--- src/rtl/artdmx_pkg.sv ---
// shared types and constants for the art-net dmx packet receiver
package artdmx_pkg;

  localparam int unsigned MAX_CHANNELS_DEF = 512;

  localparam int unsigned BYTE_W   = 8;
  localparam int unsigned CH_IDX_W = 9;
  localparam int unsigned POS_W    = 10;
  localparam int unsigned WORD_W   = 16;
  localparam int unsigned CNT_W    = 10;
  localparam int unsigned CFG_IDX_W  = 1;
  localparam int unsigned CFG_DATA_W = 16;

  // configuration register indexes
  localparam logic [CFG_IDX_W-1:0] CFG_LISTEN_UNIVERSE = 1'b0;
  localparam logic [CFG_IDX_W-1:0] CFG_CHANNEL_COUNT   = 1'b1;

  localparam logic [CNT_W-1:0]  CHANNEL_COUNT_RST = 10'd512;
  localparam logic [WORD_W-1:0] OPCODE_DMX        = 16'h5000;
  localparam logic [WORD_W-1:0] OPCODE_POLL       = 16'h2000;
  localparam logic [WORD_W-1:0] OPCODE_POLL_REPLY = 16'h2100;
  localparam logic [WORD_W-1:0] PROTOCOL_VERSION  = 16'd14;
  localparam logic [POS_W-1:0]  MIN_SIZE          = 10'd10;
  localparam logic [POS_W-1:0]  DATA_OFFSET       = 10'd18;
  localparam logic [POS_W-1:0]  POS_LIMIT         = 10'd1023;

  // "Art-Net" followed by a zero byte
  localparam logic [BYTE_W-1:0] IDENT [8] = '{
    8'h41, 8'h72, 8'h74, 8'h2D, 8'h4E, 8'h65, 8'h74, 8'h00
  };

  typedef enum logic [2:0] {
    OC_TOO_SHORT  = 3'd0,
    OC_BAD_HEADER = 3'd1,
    OC_WRONG_UNIV = 3'd2,
    OC_DMX_TAKEN  = 3'd3,
    OC_POLL       = 3'd4,
    OC_POLL_REPLY = 3'd5,
    OC_UNKNOWN    = 3'd6
  } outcome_e;

  typedef enum logic {
    KIND_WRITE  = 1'b0,
    KIND_REPORT = 1'b1
  } kind_e;

  typedef struct packed {
    logic [BYTE_W-1:0] payload_byte;
    logic              end_of_packet;
  } in_beat_t;

  typedef struct packed {
    kind_e               kind;
    logic [CH_IDX_W-1:0] channel_index;
    logic [BYTE_W-1:0]   channel_value;
    outcome_e            outcome;
    logic                any_changed;
    logic                last_result;
  } out_beat_t;

  // header parser view of the current beat
  typedef struct packed {
    logic     cand;     // data byte that goes to the channel compare
    outcome_e outcome;  // packet outcome if this beat is the last
  } hdr_info_t;

endpackage

--- src/rtl/artdmx_hdr.sv ---
// art-net header parser: byte position, header fields and outcome decode
module artdmx_hdr #(
  parameter int unsigned MAX_CHANNELS = artdmx_pkg::MAX_CHANNELS_DEF,
  localparam int unsigned IDX_W = (MAX_CHANNELS > 1) ? $clog2(MAX_CHANNELS) : 1
) (
  input  logic                          clk_i,
  input  logic                          rst_ni,
  input  logic                          accept_i,
  input  artdmx_pkg::in_beat_t          beat_i,
  input  logic [artdmx_pkg::WORD_W-1:0] listen_universe_i,
  input  logic [artdmx_pkg::CNT_W-1:0]  channel_count_i,
  output artdmx_pkg::hdr_info_t         info_o,
  output logic [IDX_W-1:0]              idx_o
);
  import artdmx_pkg::*;

  localparam logic [POS_W-1:0] POS_IDENT_END = 10'd8;
  localparam logic [POS_W-1:0] POS_OP_LO     = 10'd8;
  localparam logic [POS_W-1:0] POS_OP_HI     = 10'd9;
  localparam logic [POS_W-1:0] POS_VER_HI    = 10'd10;
  localparam logic [POS_W-1:0] POS_VER_LO    = 10'd11;
  localparam logic [POS_W-1:0] POS_UNIV_LO   = 10'd14;
  localparam logic [POS_W-1:0] POS_UNIV_HI   = 10'd15;
  localparam logic [POS_W-1:0] POS_LEN_HI    = 10'd16;
  localparam logic [POS_W-1:0] POS_LEN_LO    = 10'd17;
  localparam logic [CNT_W-1:0] MAX_CNT       = CNT_W'(MAX_CHANNELS);

  logic [POS_W-1:0]  pos_q, pos_d, pos_inc;
  logic              hdr_ok_q, hdr_ok_d, hdr_ok_nx;
  logic [WORD_W-1:0] opcode_q, opcode_d, opcode_nx;
  logic [WORD_W-1:0] version_q, version_d, version_nx;
  logic [WORD_W-1:0] univ_q, univ_d, univ_nx;
  logic [WORD_W-1:0] len_q, len_d, len_nx;
  logic [BYTE_W-1:0] b;
  logic [POS_W-1:0]  data_i;
  logic [CNT_W-1:0]  cnt_eff;
  logic              data_cand;
  outcome_e          oc_sel;

  assign b = beat_i.payload_byte;

  always_comb begin
    hdr_ok_nx  = hdr_ok_q;
    opcode_nx  = opcode_q;
    version_nx = version_q;
    univ_nx    = univ_q;
    len_nx     = len_q;
    if (pos_q < POS_IDENT_END) begin
      if (b != IDENT[pos_q[2:0]]) begin
        hdr_ok_nx = 1'b0;
      end
    end else if (pos_q == POS_OP_LO) begin
      opcode_nx = {opcode_q[15:8], b};
    end else if (pos_q == POS_OP_HI) begin
      opcode_nx = {b, opcode_q[7:0]};
    end else if (pos_q == POS_VER_HI) begin
      version_nx = {b, version_q[7:0]};
    end else if (pos_q == POS_VER_LO) begin
      version_nx = {version_q[15:8], b};
    end else if (pos_q == POS_UNIV_LO) begin
      univ_nx = {univ_q[15:8], b};
    end else if (pos_q == POS_UNIV_HI) begin
      univ_nx = {b, univ_q[7:0]};
    end else if (pos_q == POS_LEN_HI) begin
      len_nx = {b, len_q[7:0]};
    end else if (pos_q == POS_LEN_LO) begin
      len_nx = {len_q[15:8], b};
    end
  end

  assign pos_inc = (pos_q == POS_LIMIT) ? pos_q : pos_q + 10'd1;

  // outcome from the header as it stands after this byte
  always_comb begin
    priority if (pos_inc <= MIN_SIZE) begin
      oc_sel = OC_TOO_SHORT;
    end else if (!hdr_ok_nx || version_nx != PROTOCOL_VERSION) begin
      oc_sel = OC_BAD_HEADER;
    end else if (opcode_nx == OPCODE_DMX) begin
      oc_sel = (univ_nx == listen_universe_i) ? OC_DMX_TAKEN : OC_WRONG_UNIV;
    end else if (opcode_nx == OPCODE_POLL) begin
      oc_sel = OC_POLL;
    end else if (opcode_nx == OPCODE_POLL_REPLY) begin
      oc_sel = OC_POLL_REPLY;
    end else begin
      oc_sel = OC_UNKNOWN;
    end
  end

  // data bytes only touch header state that is already settled
  assign data_i  = pos_q - DATA_OFFSET;
  assign cnt_eff = (channel_count_i > MAX_CNT) ? MAX_CNT : channel_count_i;
  assign data_cand = (pos_q >= DATA_OFFSET) && hdr_ok_q &&
                     (version_q == PROTOCOL_VERSION) && (opcode_q == OPCODE_DMX) &&
                     (univ_q == listen_universe_i) &&
                     ({6'd0, data_i} < len_q) && (data_i < cnt_eff);
  assign info_o = '{cand: data_cand, outcome: oc_sel};
  assign idx_o  = data_i[IDX_W-1:0];

  always_comb begin
    pos_d     = pos_q;
    hdr_ok_d  = hdr_ok_q;
    opcode_d  = opcode_q;
    version_d = version_q;
    univ_d    = univ_q;
    len_d     = len_q;
    if (accept_i) begin
      if (beat_i.end_of_packet) begin
        pos_d     = '0;
        hdr_ok_d  = 1'b1;
        opcode_d  = '0;
        version_d = '0;
        univ_d    = '0;
        len_d     = '0;
      end else begin
        pos_d     = pos_inc;
        hdr_ok_d  = hdr_ok_nx;
        opcode_d  = opcode_nx;
        version_d = version_nx;
        univ_d    = univ_nx;
        len_d     = len_nx;
      end
    end
  end

  always_ff @(posedge clk_i or negedge rst_ni) begin
    if (!rst_ni) begin
      pos_q     <= '0;
      hdr_ok_q  <= 1'b1;
      opcode_q  <= '0;
      version_q <= '0;
      univ_q    <= '0;
      len_q     <= '0;
    end else begin
      pos_q     <= pos_d;
      hdr_ok_q  <= hdr_ok_d;
      opcode_q  <= opcode_d;
      version_q <= version_d;
      univ_q    <= univ_d;
      len_q     <= len_d;
    end
  end

endmodule

--- config.mk ---
export PLATFORM = sky130hd
export DESIGN_NAME = artdmx_hdr
export DESIGN_NICKNAME = d
export VERILOG_FILES = /design/src/rtl/artdmx_pkg.sv /design/src/rtl/artdmx_hdr.sv
export SDC_FILE = /design/constraint.sdc
export NUM_CORES = 1
export LEC_CHECK = 0
export BUFFER_PORTS_ARGS = -buffer_cell sky130_fd_sc_hd__clkbuf_2
export CAP_MARGIN = 20
export CORE_UTILIZATION = 30
export DETAILED_ROUTE_END_ITERATION = 6
export GPL_TIMING_DRIVEN = 0
export PLACE_DENSITY = 0.44
export SLEW_MARGIN = 20
export SYNTH_ARGS = -nofsm -noshare
export SYNTH_HDL_FRONTEND = slang
export SYNTH_SLANG_ARGS = --single-unit
--- constraint.sdc ---
create_clock -name clk_i -period 3.8 [get_ports clk_i]
set_input_delay 0.19 -clock clk_i [delete_from_list [all_inputs] [get_ports clk_i]]
set_output_delay 0.19 -clock clk_i [all_outputs]
set_load 0.005 [all_outputs]
# Word level (Yosys, flattened, before mapping)
# Memories as Yosys holds them, arrays and structs flattened.
# Cells that the tools add are included.
dict set report totals {
  elab_cells 98
  latch_bits 0
  romBits 64
  inputBits 38
  mem_count 1
  ff_bits 75
  ram_bits 0
}
# memory depth width read_ports rd_ports_with_merged_regs write_ports line
set mem_list {}
lappend mem_list {{(name not given)} 8 8 1 0 0 artdmx_hdr.sv:49} ;# if (b != IDENT[pos_q[2:0]]) begin
dict set report op_classes {
  n_bitwise 1
  muxes 42
  n_mul 0
  n_addsub 2
  order_cmp 7
  n_eq_ne 26
  div 0
  n_reduce_logical 12
  shifts 0
}
# op count
set ops {}
lappend ops {{16-bit two-way mux} 26}
lappend ops {{10-bit by 4-bit == test with 1-bit output, second input constant} 6}
lappend ops {{16-bit by 14-bit == test with 1-bit output, second input constant} 2}
lappend ops {{16-bit by 15-bit == test with 1-bit output, second input constant} 2}
lappend ops {{16-bit == test} 2}
lappend ops {{8-bit two-way mux} 4}
lappend ops {{10-bit two-way mux} 3}
lappend ops {{10-bit by 5-bit == test with 1-bit output, second input constant} 2}
lappend ops {{16-bit by 4-bit == test with 1-bit output, second input constant} 1}
lappend ops {{10-bit by 16-bit less-than comparator with 1-bit output} 1}
lappend ops {{16-bit by 4-bit inequality test with 1-bit output, second input constant} 1}
lappend ops {{2-bit inequality test, second input constant} 8}
lappend ops {{10-bit by 1-bit adder with 10-bit output, second input constant} 1}
lappend ops {{10-bit == test, second input constant} 1}
lappend ops {{10-bit by 5-bit greater-or-equal comparator with 1-bit output, second input constant} 1}
lappend ops {{10-bit > comparator, second input constant} 1}
lappend ops {{10-bit by 4-bit less-or-equal comparator with 1-bit output, second input constant} 1}
lappend ops {{10-bit less-than comparator} 1}
lappend ops {{10-bit by 4-bit less-than comparator with 1-bit output, second input constant} 1}
lappend ops {{10-bit AND reduction} 1}
lappend ops {{10-bit by 5-bit subtractor with 10-bit output, second input constant} 1}
lappend ops {{3-bit two-way mux} 3}
lappend ops {{9-bit AND reduction} 1}
lappend ops {{8-bit inequality test} 1}
lappend ops {{other kinds (8)} 18}

# Logic depth before layout (Yosys ltp)
# Gate-level depths: netlist of run 1.
dict set report depth {
  ltp_word 13
  mapped_depth 13
  depth_no_buf 11
}

# Worst setup path after synthesis of run 1
# OpenSTA, ideal clock, no wires.
dict set report synth_timing {
  path_type {flip-flop to output port}
  from {register pos_q[2]}
  to {output port info_o[3] (netlist name)}
  n_path_buf 2
  path_slack_ps 1009
  t_arrival_ps 2601
  stages_incl_launch_ff 14
  cell_sequence {dfrtp_1 -> buf_2 -> inv_1 -> ha_1 -> a21oi_1 -> nor3_1 -> xor2_1 -> ha_1 -> a31oi_1 -> nand4_1 -> nor4_1 -> and4_1 -> o311a_1 -> buf_4}
}
dict set report synth_via {
  elab_chain_cells 7
}
# item line
set synth_lines {}
lappend synth_lines {{start, declared} artdmx_hdr.sv:28} ;# logic [POS_W-1:0] pos_q, pos_d, pos_inc;
lappend synth_lines {{start signal, assigned} artdmx_hdr.sv:135} ;# pos_q <= pos_d;
lappend synth_lines {{branches (longest 6 deep; another with 10-bit by 16-bit less-than comparator with 1-bit output)} -}
lappend synth_lines {{1-bit logical AND (*)} artdmx_hdr.sv:96} ;# ({6'd0, data_i} < len_q) && (data_i < cnt_eff);
lappend synth_lines {{end, declared} artdmx_hdr.sv:12} ;# output artdmx_pkg::hdr_info_t info_o,
# Mark *: on every way between the ends.

==> results of run 1 <==
worst paths after layout:
path / endpoint / from / depth (start not counted)
setup reg to reg: len_q[6]$_DFFE_PN0P_ / pos_q[4]$_DFFE_PN0P_ / 7
hold reg to reg: len_q[11]$_DFFE_PN0P_ / len_q[11]$_DFFE_PN0P_ / 2
hold / removal: len_q[10]$_DFFE_PN0P_ / beat_i[3] / 3
setup / recovery: info_o[0] / pos_q[0]$_DFFE_PN0P_ / 12
min in group asynchronous: pos_q[0]$_DFFE_PN0P_ / rst_ni / 2
max in group asynchronous: hdr_ok_q$_DFFE_PN1P_ / rst_ni / 3
cell type report:
cell class / instances / area share (%)
Multi-Input combinational cell: 454 / 48.7
Sequential cell: 75 / 31.6
Tap cell: 216 / 4.54
Inverter: 21 / 1.43
Clock inverter: 7 / 1.58
Buffer: 30 / 2.33
Clock buffer: 9 / 3.78
Timing Repair Buffer: 61 / 6.09
placed cells by master, fill, tap and decap left out, types with 4 or more instances in the layout:
master and count:
nand4_1 10, a21oi_1 15, nand2_1 104, inv_1 18, xor2_1 23, o31ai_1 5
xnor2_1 20, a21o_1 7, nor3_1 11, o21ai_1 4, clkbuf_16 9, clkbuf_2 44
dfrtp_1 72, mux2i_1 17, ha_1 25, nand3_1 29, clkbuf_1 19, a31oi_1 4
nor2_1 19, nand2b_1 4, nor2b_1 5, buf_4 18, nor4_1 14, o21ai_0 70
kinds of logic after synthesis:
kind of cell	count (synthesis)	share of synthesized area, %
AO/OA/AOI/OAI	135	16.2
XOR/XNOR	44	7.78
adder cells (fa/ha/maj)	26	6.57
buffers and inverters	53	4.50
flip-flops	75	37.9
multiplexers	19	3.89
AND/OR/NAND/NOR	230	23.1
state kept, by name, indices dropped and copies added, names as in the netlist:
signal and flops:
version_q 16, pos_q 10, univ_q 16, opcode_q 16
len_q 16, hdr_ok_q 1
stage by stage:
step / util (%) / cell area (µm²) / total power [µW] / hold slack [ns]
final: 37.2 / 5960 / 2130 / 0.369
after global routing: 37.2 / 5960 / 2240 / 0.399
after CTS: 36.4 / 5820 / 2130 / 0.366
after detailed placement: 34.2 / 5470 / 1190 / 0.268
after global placement: 34.0 / 5450 / 1190 / 0.451
after floorplan: - / 4950 / 1050 / -0.106
report_power, final:
part	internal, µW	switching, µW
registers	818	15.6
clock network	528	396
logic	142	231
total	1490	642
worst max-delay path: cells and delay by family, from the launching register on:
kind	cells	cell delay [ns]
flip-flops	1	0.51
AO/OA/AOI/OAI	1	0.24
AND/OR/NAND/NOR	4	1.02
adder cells (fa/ha/maj)	1	0.21
multiplexers	1	0.24
XOR/XNOR	1	0.12
buffers and inverters	4	0.74
metal layers:
metal | vias to the layer above | wire length [µm] | track usage [%] | share of wire (%)
li1 | 2217 | - | - | -
met1 | 2235 | 7930 | 27.9 | 48
met2 | 136 | 7520 | 33.1 | 45
met3 | 24 | 852 | 3.87 | 5.1
met4 | 0 | 395 | 6.83 | 2.4
met5 | - | 0 | 0 | 0
timing repair:
| item | 4_1_cts | 5_1_grt |
|---|---|---|
| gates cloned | 0 | 0 |
| resized for setup | 6 | 11 |
| pin swaps | 1 | 4 |
| buffers inserted | 1 | 13 |
| hold buffers | 1 | 0 |
| endpoints found under the setup margin | 3 | 4 |
| hold endpoints to repair | 39 | 0 |
==> impl_metrics.prom, run 1 <==
# TYPE chip_impl_metric gauge
chip_impl_metric{name="final_weighted_congestion_in_routability_driven_placement",unit=""} 0.891
chip_impl_metric{name="final_period_minus_worst_setup_slack",unit="ns"} 3.63
chip_impl_metric{name="critPathMaxStageDelay",unit="ns"} 0.51
chip_impl_metric{name="fillCellCount",unit=""} 1747
chip_impl_metric{name="final_antenna_net_count",unit=""} 0
chip_impl_info{name="setup.worst_path.class",value="reg2out"} 1
chip_impl_metric{name="multiInputGateArea",unit="mm²"} 0.00290
chip_impl_metric{name="number_of_buffers_added_by_the_clock_tree_synthesis_step",unit=""} 9
chip_impl_metric{name="p_leak",unit="µW"} 0.00258
chip_impl_metric{name="finish.net_count",unit=""} 716
chip_impl_metric{name="clock_skew",unit="ns"} 0.00778
chip_impl_info{name="outcome",value="completed"} 1
chip_impl_metric{name="maximum_number_of_pins_on_one_net_before_global_route_repair",unit=""} 41
chip_impl_metric{name="synth-edff-count",unit=""} 0
chip_impl_metric{name="synthDominantCellAreaShare",unit="%"} 37.4
chip_impl_metric{name="layout-area-overhead-vs-synth",unit="%"} 20.3
chip_impl_info{name="tritoncts",value="built"} 1
chip_impl_metric{name="syn-num-nets",unit=""} 646
chip_impl_info{name="timing.critical_path.to_type",value="output pin"} 1
chip_impl_metric{name="setup_tns",unit="ns"} 0
chip_impl_metric{name="antenna_cells",unit=""} 0
chip_impl_info{name="post_synthesis_cell_type_with_the_largest_combined_area",value="dfrtp_1"} 1
chip_impl_metric{name="clock_transition_at_the_register_clock_pins_on_the_worst_setup_and_hold_paths_after_cts",unit="ns"} 0.07
chip_impl_metric{name="num_vias",unit=""} 4612
chip_impl_metric{name="timing.critical_path.fanout_max",unit=""} 11
chip_impl_metric{name="dpl.cell_count",unit=""} 844
chip_impl_info{name="ctsRootBufferMaster",value="clkbuf_16"} 1
chip_impl_info{name="min_path_type",value="in2reg"} 1
chip_impl_metric{name="avgRoutedWirePerCell",unit="µm"} 19.1
chip_impl_metric{name="maxCapViolations",unit=""} 0
chip_impl_metric{name="timing.slew.headroom",unit="%"} 47.0
chip_impl_metric{name="finalMaxSlewViolations",unit=""} 0
chip_impl_metric{name="required",unit="ns"} 3.61
chip_impl_info{name="startpoint_type",value="register"} 1
chip_impl_metric{name="globalRouteTotalUtil",unit="%"} 20.6
chip_impl_metric{name="core_area",unit="mm²"} 0.0160
chip_impl_metric{name="synthDistinctLibCells",unit=""} 64
chip_impl_metric{name="dpl_worst_slack",unit="ns"} 0.168
chip_impl_metric{name="gr-total-overflow",unit=""} 0
chip_impl_metric{name="ff_latch_area",unit="mm²"} 0.00188
chip_impl_metric{name="yosys_warnings",unit=""} 0
chip_impl_metric{name="first_pass_grt_wire_length",unit="mm"} 25.8
chip_impl_metric{name="synth-seq-cells",unit=""} 75
chip_impl_info{name="synth_area_leaders",value="dfrtp_1 37%, nand2_1 7.9%, o21ai_0 7.1%, ha_1 6.6%, xor2_1 4.2%"} 1
chip_impl_metric{name="die_h",unit="µm"} 130
chip_impl_metric{name="synthesis.area_per_instance",unit="µm²"} 8.51
chip_impl_metric{name="cts_max_path_buffers",unit=""} 2
chip_impl_metric{name="setup_viol_count_final",unit=""} 0
chip_impl_metric{name="number_of_global_route_vias_before_repair",unit=""} 4493
chip_impl_metric{name="start_util",unit="%"} 31.0
chip_impl_metric{name="fp-row-count",unit=""} 46
chip_impl_metric{name="drtIter0Drc",unit=""} 333
chip_impl_metric{name="drive_gt1_share",unit="%"} 17.2
chip_impl_metric{name="floorplan.die_area",unit="mm²"} 0.0170
chip_impl_metric{name="reg2reg_slack",unit="ns"} 0.86
chip_impl_metric{name="drt-pass1-iter-count",unit=""} 5
chip_impl_metric{name="cp_data_arrival_time",unit="ns"} 3.44
chip_impl_metric{name="power.ir.vdd_worst",unit="V"} 0.000234
chip_impl_metric{name="async_reset_ff_share",unit="%"} 100
chip_impl_metric{name="totalWireLength",unit="mm"} 16.7
chip_impl_metric{name="clock.fmax",unit="GHz"} 0.276
chip_impl_metric{name="final_cycle_share",unit="%"} 95.5
chip_impl_metric{name="pin_count",unit=""} 51
chip_impl_metric{name="worst_skew_pair_latency",unit="ns"} 0.35
chip_impl_info{name="dominant_synthesized_flop_cell",value="dfrtp_1"} 1
chip_impl_info{name="most_frequent_cell_after_synthesis",value="nand2_1"} 1
chip_impl_metric{name="route.detailed.vias_per_inst",unit=""} 5.28
chip_impl_info{name="synth.cells.most_frequent",value="104 x nand2_1, 74 x dfrtp_1, 70 x o21ai_0, 29 x nand3_1, 26 x ha_1"} 1
chip_impl_metric{name="hold_violations",unit=""} 0
chip_impl_metric{name="drt_drc_violations_left",unit=""} 0
chip_impl_metric{name="syn-cell-area",unit="mm²"} 0.00495
chip_impl_metric{name="io_buffer_count",unit=""} 45
chip_impl_info{name="crit_path_cell_trace",value="inv_1, ha_1, clkbuf_1, nand4b_1, nor3_4, buf_4, mux2i_1, xnor2_1, nor4b_2, nand4_1, a21boi_1, clkbuf_2"} 1
chip_impl_metric{name="synthCells",unit=""} 582
chip_impl_metric{name="cts_sinks",unit=""} 75
chip_impl_metric{name="synth.yosys.seq_area_share",unit="%"} 37.9
chip_impl_metric{name="final-instance-count-excl-fill",unit=""} 873
chip_impl_metric{name="cts_htree_levels",unit=""} 3
chip_impl_metric{name="pwr_density_cell",unit="mW/mm²"} 358
chip_impl_info{name="timing.critical_path.slowest_stage_cell",value="dfrtp_2"} 1
chip_impl_metric{name="grt_antenna_before_repair",unit=""} 0
chip_impl_metric{name="setup_slack",unit="ns"} 0.171
chip_impl_metric{name="tightestPinTransition",unit="ns"} 0.795
chip_impl_metric{name="chipWidth",unit="µm"} 130
chip_impl_metric{name="post-dp-hpwl",unit="mm"} 12.3
Power figures use the tool's default switching activity.
==> inputs of run 2 (changes only) <==
--- a/config.mk
+++ b/config.mk
@@ -5,6 +5,7 @@
 export SDC_FILE = /design/constraint.sdc
 export NUM_CORES = 1
 export LEC_CHECK = 0
+export ABC_AREA = 1
 export BUFFER_PORTS_ARGS = -buffer_cell sky130_fd_sc_hd__clkbuf_2
 export CAP_MARGIN = 20
 export CORE_UTILIZATION = 30
==> run 2 against run 1 <==
Net effect: critical path depth up 7; clock skew is 0.00070 ns lower; synthesized area increased by 18%; setup slack lost 0.0096 ns; highest routed layer unchanged.
==> impl_metrics.prom, run 2 <==
# TYPE chip_impl_metric gauge
chip_impl_metric{name="totalWireLength",unit="mm"} 20.6
chip_impl_info{name="ctsRootBufferMaster",value="clkbuf_16"} 1
chip_impl_metric{name="timing.slew.headroom",unit="%"} 50.1
chip_impl_metric{name="final_area",unit="mm²"} 0.00681
chip_impl_info{name="crit_path_cell_trace",value="buf_6, inv_6, ha_1, nand2_1, nand2_1, nand3_1, xor2_2, ha_1, nand2_1, inv_1, a21oi_2, nand3_2, nor4_4, nand2_1, nor2_1, nand2_1, nor2_1, buf_4, clkbuf_2"} 1
chip_impl_metric{name="power.net_switching",unit="µW"} 663
chip_impl_metric{name="hold_violations",unit=""} 0
chip_impl_metric{name="final_period_minus_worst_setup_slack",unit="ns"} 3.64
chip_impl_info{name="cpMostUsedCell",value="nand2_1"} 1
chip_impl_metric{name="required",unit="ns"} 3.61
chip_impl_metric{name="synth-edff-count",unit=""} 0
chip_impl_metric{name="reg2reg_depth",unit=""} 9
chip_impl_metric{name="num_vias",unit=""} 5774
chip_impl_info{name="rsz0062_at_grt",value="true"} 1
chip_impl_info{name="setup.worst_path.class",value="reg2out"} 1
chip_impl_metric{name="wl_met3",unit="mm"} 1.09
chip_impl_metric{name="min_path_cells",unit=""} 3
chip_impl_metric{name="setup_viol_count_final",unit=""} 0
chip_impl_metric{name="post-dp-hpwl",unit="mm"} 15.4
chip_impl_metric{name="antenna_cells",unit=""} 0
chip_impl_metric{name="floorplan.die_area",unit="mm²"} 0.0200
chip_impl_metric{name="power.switching_fraction",unit="%"} 31.2
chip_impl_metric{name="syn-num-nets",unit=""} 896
chip_impl_metric{name="synthesis.area_per_instance",unit="µm²"} 7.01
chip_impl_metric{name="number_of_buffers_added_by_the_clock_tree_synthesis_step",unit=""} 9
chip_impl_info{name="hold_end",value="len_q[3]$_DFFE_PN0P_"} 1
chip_impl_metric{name="synth.yosys.seq_area_share",unit="%"} 32.2
chip_impl_metric{name="cp_data_arrival_time",unit="ns"} 3.45
chip_impl_info{name="mostFrequentLayoutCell",value="nand2_1"} 1
chip_impl_metric{name="synth-seq-cells",unit=""} 75
chip_impl_metric{name="layout-area-overhead-vs-synth",unit="%"} 16.7
chip_impl_metric{name="synthDistinctLibCells",unit=""} 40
chip_impl_metric{name="clock_skew",unit="ns"} 0.00708
chip_impl_metric{name="drtIter0Drc",unit=""} 404
chip_impl_metric{name="drt-pass1-iter-count",unit=""} 6
chip_impl_metric{name="die_h",unit="µm"} 141
chip_impl_metric{name="pwr_density_cell",unit="mW/mm²"} 312
chip_impl_metric{name="fp-row-count",unit=""} 50
chip_impl_metric{name="drt_drc_violations_left",unit=""} 0
chip_impl_info{name="dominant_synthesized_flop_cell",value="dfrtp_1"} 1
chip_impl_metric{name="finalMaxSlewViolations",unit=""} 0
chip_impl_metric{name="first_pass_grt_wire_length",unit="mm"} 31.9
chip_impl_metric{name="power.internal",unit="µW"} 1460
chip_impl_metric{name="power.ir.vdd_worst",unit="V"} 0.000226
chip_impl_metric{name="synthCells",unit=""} 832
chip_impl_metric{name="post_dp_cell_area",unit="mm²"} 0.00641
chip_impl_metric{name="drt-met1-wl",unit="mm"} 10.0
chip_impl_metric{name="sequentialPowerShare",unit="%"} 39.4
chip_impl_metric{name="post_synth_mux_area_share",unit="%"} 0
chip_impl_info{name="path_delay_family",value="simple AND/OR/NAND/NOR gates"} 1
chip_impl_metric{name="finish.net_count",unit=""} 961
chip_impl_metric{name="gr-total-overflow",unit=""} 0
chip_impl_info{name="worstReg2RegEnd",value="len_q[6]$_DFFE_PN0P_"} 1
chip_impl_metric{name="number_of_global_route_vias_before_repair",unit=""} 5491
chip_impl_metric{name="syn-cell-area",unit="mm²"} 0.00583
chip_impl_metric{name="worst-path-buf-inv",unit=""} 5
chip_impl_metric{name="start_util",unit="%"} 30.9
chip_impl_info{name="synth_area_leaders",value="dfrtp_1 32%, nand2_1 14%, nand3_1 8.2%, inv_1 7.0%, ha_1 5.6%"} 1
chip_impl_metric{name="grt_antenna_before_repair",unit=""} 0
chip_impl_info{name="min_path_type",value="in2reg"} 1
chip_impl_metric{name="final_weighted_congestion_in_routability_driven_placement",unit=""} 0.801
chip_impl_metric{name="setup_tns",unit="ns"} 0
chip_impl_metric{name="maxCapViolations",unit=""} 0
chip_impl_metric{name="number_of_gates_on_the_worst_path_with_buffers_counted",unit=""} 19
chip_impl_metric{name="async_reset_ff_share",unit="%"} 100
chip_impl_metric{name="synthDominantCellAreaShare",unit="%"} 31.8
chip_impl_metric{name="reg2reg_slack",unit="ns"} 1.35
chip_impl_metric{name="synth-adder-area-share",unit="%"} 5.58
chip_impl_metric{name="power.combinational.fraction",unit="%"} 18.3
chip_impl_info{name="synth.cells.most_frequent",value="211 x nand2_1, 109 x inv_1, 96 x nand3_1, 74 x dfrtp_1, 59 x o21ai_0"} 1
chip_impl_metric{name="route.detailed.vias_per_inst",unit=""} 4.97
chip_impl_metric{name="pin_count",unit=""} 51
chip_impl_metric{name="drive_gt1_share",unit="%"} 15.2
chip_impl_info{name="layout_common_cells",value="211 x nand2_1, 107 x inv_1, 95 x nand3_1"} 1
chip_impl_info{name="regToRegStartpoint",value="pos_q[0]$_DFFE_PN0P_"} 1
chip_impl_info{name="top_layer_used",value="met4"} 1
chip_impl_info{name="combinational_family_with_the_most_area_after_synthesis",value="simple AND/OR/NAND/NOR gates"} 1
chip_impl_info{name="outcome",value="completed"} 1
chip_impl_metric{name="worst_skew_pair_latency",unit="ns"} 0.36
chip_impl_metric{name="clock_transition_at_the_register_clock_pins_on_the_worst_setup_and_hold_paths_after_cts",unit="ns"} 0.06
chip_impl_metric{name="cts_sinks",unit=""} 75
chip_impl_metric{name="tightestPinTransition",unit="ns"} 0.749
chip_impl_metric{name="io_buffer_count",unit=""} 48
chip_impl_info{name="startpoint_type",value="register"} 1
chip_impl_metric{name="globalRouteTotalUtil",unit="%"} 21.6
chip_impl_metric{name="final_antenna_net_count",unit=""} 0
chip_impl_metric{name="maximum_number_of_pins_on_one_net_before_global_route_repair",unit=""} 76
chip_impl_metric{name="yosys_warnings",unit=""} 0
chip_impl_metric{name="met2_wirelength",unit="mm"} 9.18
chip_impl_metric{name="synth_compound_gate_area_share",unit="%"} 12.8
chip_impl_metric{name="p_leak",unit="µW"} 0.00324
chip_impl_metric{name="core_area",unit="mm²"} 0.0189
chip_impl_metric{name="synthXorXnorAreaFrac",unit="%"} 3.00
chip_impl_metric{name="avgRoutedWirePerCell",unit="µm"} 17.7
chip_impl_metric{name="yosys.area_share.simple",unit="%"} 34.9
chip_impl_info{name="post_synthesis_cell_type_with_the_largest_combined_area",value="dfrtp_1"} 1
chip_impl_metric{name="timing.critical_path.fanout_max",unit=""} 9
chip_impl_info{name="timing.critical_path.to_type",value="output pin"} 1
chip_impl_metric{name="cts_htree_levels",unit=""} 3
chip_impl_metric{name="chipWidth",unit="µm"} 141
chip_impl_info{name="hold_start",value="beat_i[4]"} 1
chip_impl_metric{name="clock.fmax",unit="GHz"} 0.275
chip_impl_metric{name="power.clock.fraction",unit="%"} 42.3
chip_impl_info{name="tritoncts",value="built"} 1
chip_impl_info{name="timing.critical_path.slowest_stage_cell",value="dfrtp_1"} 1
chip_impl_info{name="most_frequent_cell_after_synthesis",value="nand2_1"} 1
chip_impl_metric{name="cts_max_path_buffers",unit=""} 2
chip_impl_metric{name="final_cycle_share",unit="%"} 95.8
chip_impl_metric{name="critPathMaxStageDelay",unit="ns"} 0.40
==> run 2: changes by cell type after synthesis, moves of 17 or more <==
| cell | delta |
|---|---|
| nand2_1 | +107 |
| inv_1 | +89 |
| nand3_1 | +67 |
| o22ai_1 | +34 |
| nor2_1 | +30 |
| mux2i_1 | -17 |
==> run 2: power groups by stage <==
stage               combinational (µW)  sequential, µW  clock (µW)
finish                             389             837         898
global route                       441             840         940
CTS                                388             836         909
detailed placement                 378             850           0
global placement                   378             849           0
floorplan                          223             845           0
==> run 2: timing repair <==
item	4_1_cts	5_1_grt
hold endpoints to repair	74	0
gates resized for setup	7	7
pin swaps	2	0
setup buffers	2	3
endpoints found under the setup margin	1	2
hold buffers	1	0
==> run 2: how the worst max path moves through the flow <==
stage / startpoint / end / slack, ns
detailed placement: pos_q[1]$_DFFE_PN0P_ / info_o[3] / -0.36
global placement: pos_q[1]$_DFFE_PN0P_ / info_o[3] / -0.32
CTS: pos_q[2]$_DFFE_PN0P_ / info_o[3] / 0.02
finish: pos_q[2]$_DFFE_PN0P_ / info_o[3] / 0.16
global route: pos_q[2]$_DFFE_PN0P_ / info_o[3] / -0.09
floorplan: pos_q[1]$_DFFE_PN0P_ / info_o[3] / 1.0
==> run 2: cells by family after synthesis <==
| kind of cell | count (synthesis) |
|---|---|
| AND/OR/NAND/NOR | 427 |
| buffers and inverters | 151 |
| AO/OA/AOI/OAI | 133 |
| flip-flops | 75 |
| adder cells (fa/ha/maj) | 26 |
| XOR/XNOR | 20 |
==> run 2: worst register-to-register path, stage by stage, from the launching register on <==
cell and delay [ns]:
dfrtp_2 0.46, clkinvlp_4 0.20, buf_4 0.17, ha_1 0.24
inv_1 0.16, nand4_1 0.13, a21oi_1 0.46, buf_2 0.30
nand3_1 0.11, o21ai_0 0.12
==> run 2: cell type report <==
class                   instances  area [µm²]
multi-input cells             606        3330
repair buffers                 54         297
well taps                     260         325
inverters                     120         472
clock buffers                  10         229
plain buffers                  31         205
flip-flops and latches         75        1880
clock inverters                 6        66.3
fillers                      2099       12100
==> run 2: stage by stage <==
step / total power (µW) / setup WS, ns / instances / utilization (%) / hold WS (ns)
after floorplan: 1070 / 0.998 / 832 / - / -0.106
after global placement: 1230 / -0.321 / 1140 / 33.9 / 0.474
after detailed placement: 1230 / -0.362 / 1140 / 33.9 / 0.288
after CTS: 2130 / 0.0152 / 1159 / 35.8 / 0.195
after global routing: 2220 / -0.0922 / 1162 / 36.0 / 0.210
final: 2120 / 0.161 / 1162 / 36.0 / 0.204
==> run 2: metal layers <==
metal | up-vias | global-route usage, %
met5 | - | 0
met4 | 0 | 6.00
met3 | 17 | 2.67
met2 | 153 | 33.8
met1 | 2699 | 31.0
li1 | 2905 | -
==> inputs of run 3 (changes only) <==
--- a/config.mk
+++ b/config.mk
@@ -11,7 +11,7 @@
 export CORE_UTILIZATION = 30
 export DETAILED_ROUTE_END_ITERATION = 6
 export GPL_TIMING_DRIVEN = 0
-export PLACE_DENSITY = 0.44
+export PLACE_DENSITY_LB_ADDON = 0.25
 export SLEW_MARGIN = 20
 export SYNTH_ARGS = -nofsm -noshare
 export SYNTH_HDL_FRONTEND = slang
==> run 3 against run 2 <==
Net effect: sequential share of layout area shrank 0.28 points; core utilization grew 0.37 points; die area is the same; hold slack gained 0.0022 ns; clock power grew 11%; setup slack gained 0.024 ns; flip-flop and latch count is the same; first-iteration DRC count grew 9.4%; largest cell class unchanged.
==> impl_metrics.prom, run 3 (synthesis results as in run 2) <==
# TYPE chip_impl_metric gauge
chip_impl_metric{name="antenna_cells",unit=""} 0
chip_impl_metric{name="fin_util",unit="%"} 36.4
chip_impl_metric{name="floorplan.die_area",unit="mm²"} 0.0200
chip_impl_info{name="startpoint_type",value="register"} 1
chip_impl_metric{name="cts_sinks",unit=""} 75
chip_impl_info{name="ctsRootBufferMaster",value="clkbuf_16"} 1
chip_impl_metric{name="p_leak",unit="µW"} 0.00328
chip_impl_metric{name="maxCapViolations",unit=""} 0
chip_impl_metric{name="pin_count",unit=""} 51
chip_impl_metric{name="final_weighted_congestion_in_routability_driven_placement",unit=""} 0.855
chip_impl_metric{name="avgRoutedWirePerCell",unit="µm"} 17.0
chip_impl_info{name="setup.worst_path.class",value="reg2out"} 1
chip_impl_metric{name="finish.net_count",unit=""} 963
chip_impl_metric{name="timing.slew.headroom",unit="%"} 52.6
chip_impl_metric{name="number_of_global_route_vias_before_repair",unit=""} 5422
chip_impl_metric{name="first_pass_grt_wire_length",unit="mm"} 30.7
chip_impl_metric{name="tightestPinTransition",unit="ns"} 0.711
chip_impl_metric{name="clock_skew",unit="ns"} 0.0118
chip_impl_metric{name="power.ir.vdd_worst",unit="V"} 0.000218
chip_impl_metric{name="die_h",unit="µm"} 141
chip_impl_metric{name="setup_viol_count_final",unit=""} 0
chip_impl_metric{name="cts_max_path_buffers",unit=""} 2
chip_impl_metric{name="final_period_minus_worst_setup_slack",unit="ns"} 3.62
chip_impl_metric{name="fillCellCount",unit=""} 2056
chip_impl_metric{name="setup_tns",unit="ns"} 0
chip_impl_metric{name="final_area",unit="mm²"} 0.00688
chip_impl_info{name="min_path_type",value="in2reg"} 1
chip_impl_metric{name="num_vias",unit=""} 5883
chip_impl_metric{name="layout-area-overhead-vs-synth",unit="%"} 17.9
chip_impl_info{name="timing.critical_path.to_type",value="output pin"} 1
chip_impl_metric{name="worst_skew_pair_latency",unit="ns"} 0.35
chip_impl_metric{name="drt_drc_violations_left",unit=""} 0
chip_impl_metric{name="grt_antenna_before_repair",unit=""} 0
chip_impl_metric{name="globalRouteTotalUtil",unit="%"} 20.5
chip_impl_metric{name="cts_htree_levels",unit=""} 3
chip_impl_metric{name="timing.critical_path.fanout_max",unit=""} 9
chip_impl_metric{name="chipWidth",unit="µm"} 141
chip_impl_metric{name="fp-row-count",unit=""} 50
chip_impl_metric{name="finalMaxSlewViolations",unit=""} 0
chip_impl_metric{name="required",unit="ns"} 3.61
chip_impl_metric{name="drt-pass1-iter-count",unit=""} 5
chip_impl_metric{name="pwr_density_cell",unit="mW/mm²"} 324
chip_impl_info{name="tritoncts",value="built"} 1
chip_impl_metric{name="post-dp-hpwl",unit="mm"} 14.5
chip_impl_metric{name="final_antenna_net_count",unit=""} 0
chip_impl_metric{name="final_cycle_share",unit="%"} 95.1
chip_impl_metric{name="hold_violations",unit=""} 0
chip_impl_metric{name="p_total",unit="µW"} 2230
chip_impl_metric{name="io_buffer_count",unit=""} 48
chip_impl_info{name="rsz0062_at_grt",value="true"} 1
chip_impl_metric{name="start_util",unit="%"} 30.9
chip_impl_metric{name="number_of_buffers_added_by_the_clock_tree_synthesis_step",unit=""} 9
chip_impl_metric{name="clock.fmax",unit="GHz"} 0.277
chip_impl_metric{name="cp_data_arrival_time",unit="ns"} 3.43
chip_impl_metric{name="drtIter0Drc",unit=""} 442
chip_impl_info{name="outcome",value="completed"} 1
chip_impl_metric{name="setup_slack",unit="ns"} 0.185
chip_impl_metric{name="gr-total-overflow",unit=""} 0
chip_impl_metric{name="dpl_worst_slack",unit="ns"} -0.282
chip_impl_metric{name="route.detailed.vias_per_inst",unit=""} 5.06
chip_impl_metric{name="totalWireLength",unit="mm"} 19.7
chip_impl_metric{name="maximum_number_of_pins_on_one_net_before_global_route_repair",unit=""} 76
chip_impl_metric{name="clock_transition_at_the_register_clock_pins_on_the_worst_setup_and_hold_paths_after_cts",unit="ns"} 0.06
chip_impl_metric{name="drive_gt1_share",unit="%"} 15.6
chip_impl_metric{name="core_area",unit="mm²"} 0.0189
chip_impl_info{name="mostFrequentLayoutCell",value="nand2_1"} 1
chip_impl_info{name="layout_common_cells",value="211 x nand2_1, 107 x inv_1, 95 x nand3_1"} 1
chip_impl_metric{name="post_dp_cell_area",unit="mm²"} 0.00641
[run 3: cell types whose count changed in the layout (fill, tap and decap cells not counted)]
cell,change
buf_4,+2
bufinv_16,+2
clkinv_4,-1
clkinvlp_4,-2
ha_1,-1
ha_4,+1
nor2_1,-1
nor2_2,+1
o21ai_1,-1
o21ai_2,+1
[run 3: worst max-delay path, stage by stage (launching register included)]
cell	delay, ns
dfrtp_1	0.39
buf_6	0.16
inv_6	0.10
ha_1	0.18
nand2_1	0.06
nand2_1	0.12
nand3_1	0.14
xor2_2	0.26
ha_4	0.25
nand2_1	0.08
inv_1	0.07
a21oi_2	0.18
nand3_2	0.15
nor4_4	0.30
nand2_1	0.14
nor2_1	0.11
nand2_1	0.09
nor2_1	0.10
buf_4	0.11
clkbuf_2	0.10
[run 3: area by class of cell]
type	instances	area [µm²]	share of cell area [%]
well taps	260	325	4.73
multi-input cells	606	3350	48.7
repair buffers	56	312	4.53
plain buffers	31	205	2.98
flip-flops and latches	75	1880	27.4
clock inverters	5	103	1.49
inverters	120	472	6.86
clock buffers	10	229	3.33
[run 3: per-stage QoR]
step	cells	hold slack (ns)
final	1163	0.206
after global routing	1163	0.216
after CTS	1158	0.199
after detailed placement	1140	0.285
after global placement	1140	0.469
after floorplan	832	-0.106
[run 3: per-layer routing]
| layer | vias up | global-route usage [%] | wire length, µm | part of all wire (%) |
|---|---|---|---|---|
| li1 | 2906 | - | - | - |
| met1 | 2793 | 29.6 | 9520 | 48 |
| met2 | 164 | 30.9 | 8710 | 44 |
| met3 | 20 | 3.54 | 1180 | 6.0 |
| met4 | 0 | 6.17 | 319 | 1.6 |
| met5 | - | 0 | 0 | 0 |
[run 3: timing repair]
item                       4_1_cts  5_1_grt
hold buffers                     1        0
setup endpoints to repair        1        2
setup buffers                    2        5
hold endpoints to repair        74        0
resized for setup                6       11
pin swaps                        1        2
[run 3: worst paths after layout]
check                                           start                  endpoint  slack (ns)  cells past startpoint
worst min-delay path                        beat_i[4]      len_q[3]$_DFFE_PN0P_        0.21                      3
worst min register to register  len_q[10]$_DFFE_PN0P_     len_q[10]$_DFFE_PN0P_        0.49                      2
worst max register to register   pos_q[1]$_DFFE_PN0P_  version_q[2]$_DFFE_PN0P_        1.49                      9
max in group asynchronous                      rst_ni      pos_q[1]$_DFFE_PN0P_        2.84                      2
worst max-delay path             pos_q[2]$_DFFE_PN0P_                 info_o[3]        0.18                     19
min in group asynchronous                      rst_ni      len_q[5]$_DFFE_PN0P_        0.41                      2
[run 3: report_power, final]
group          switching (µW)  total (µW)  internal [µW]
clock                     358         995            637
sequential               14.0         836            822
combinational             262         394            133
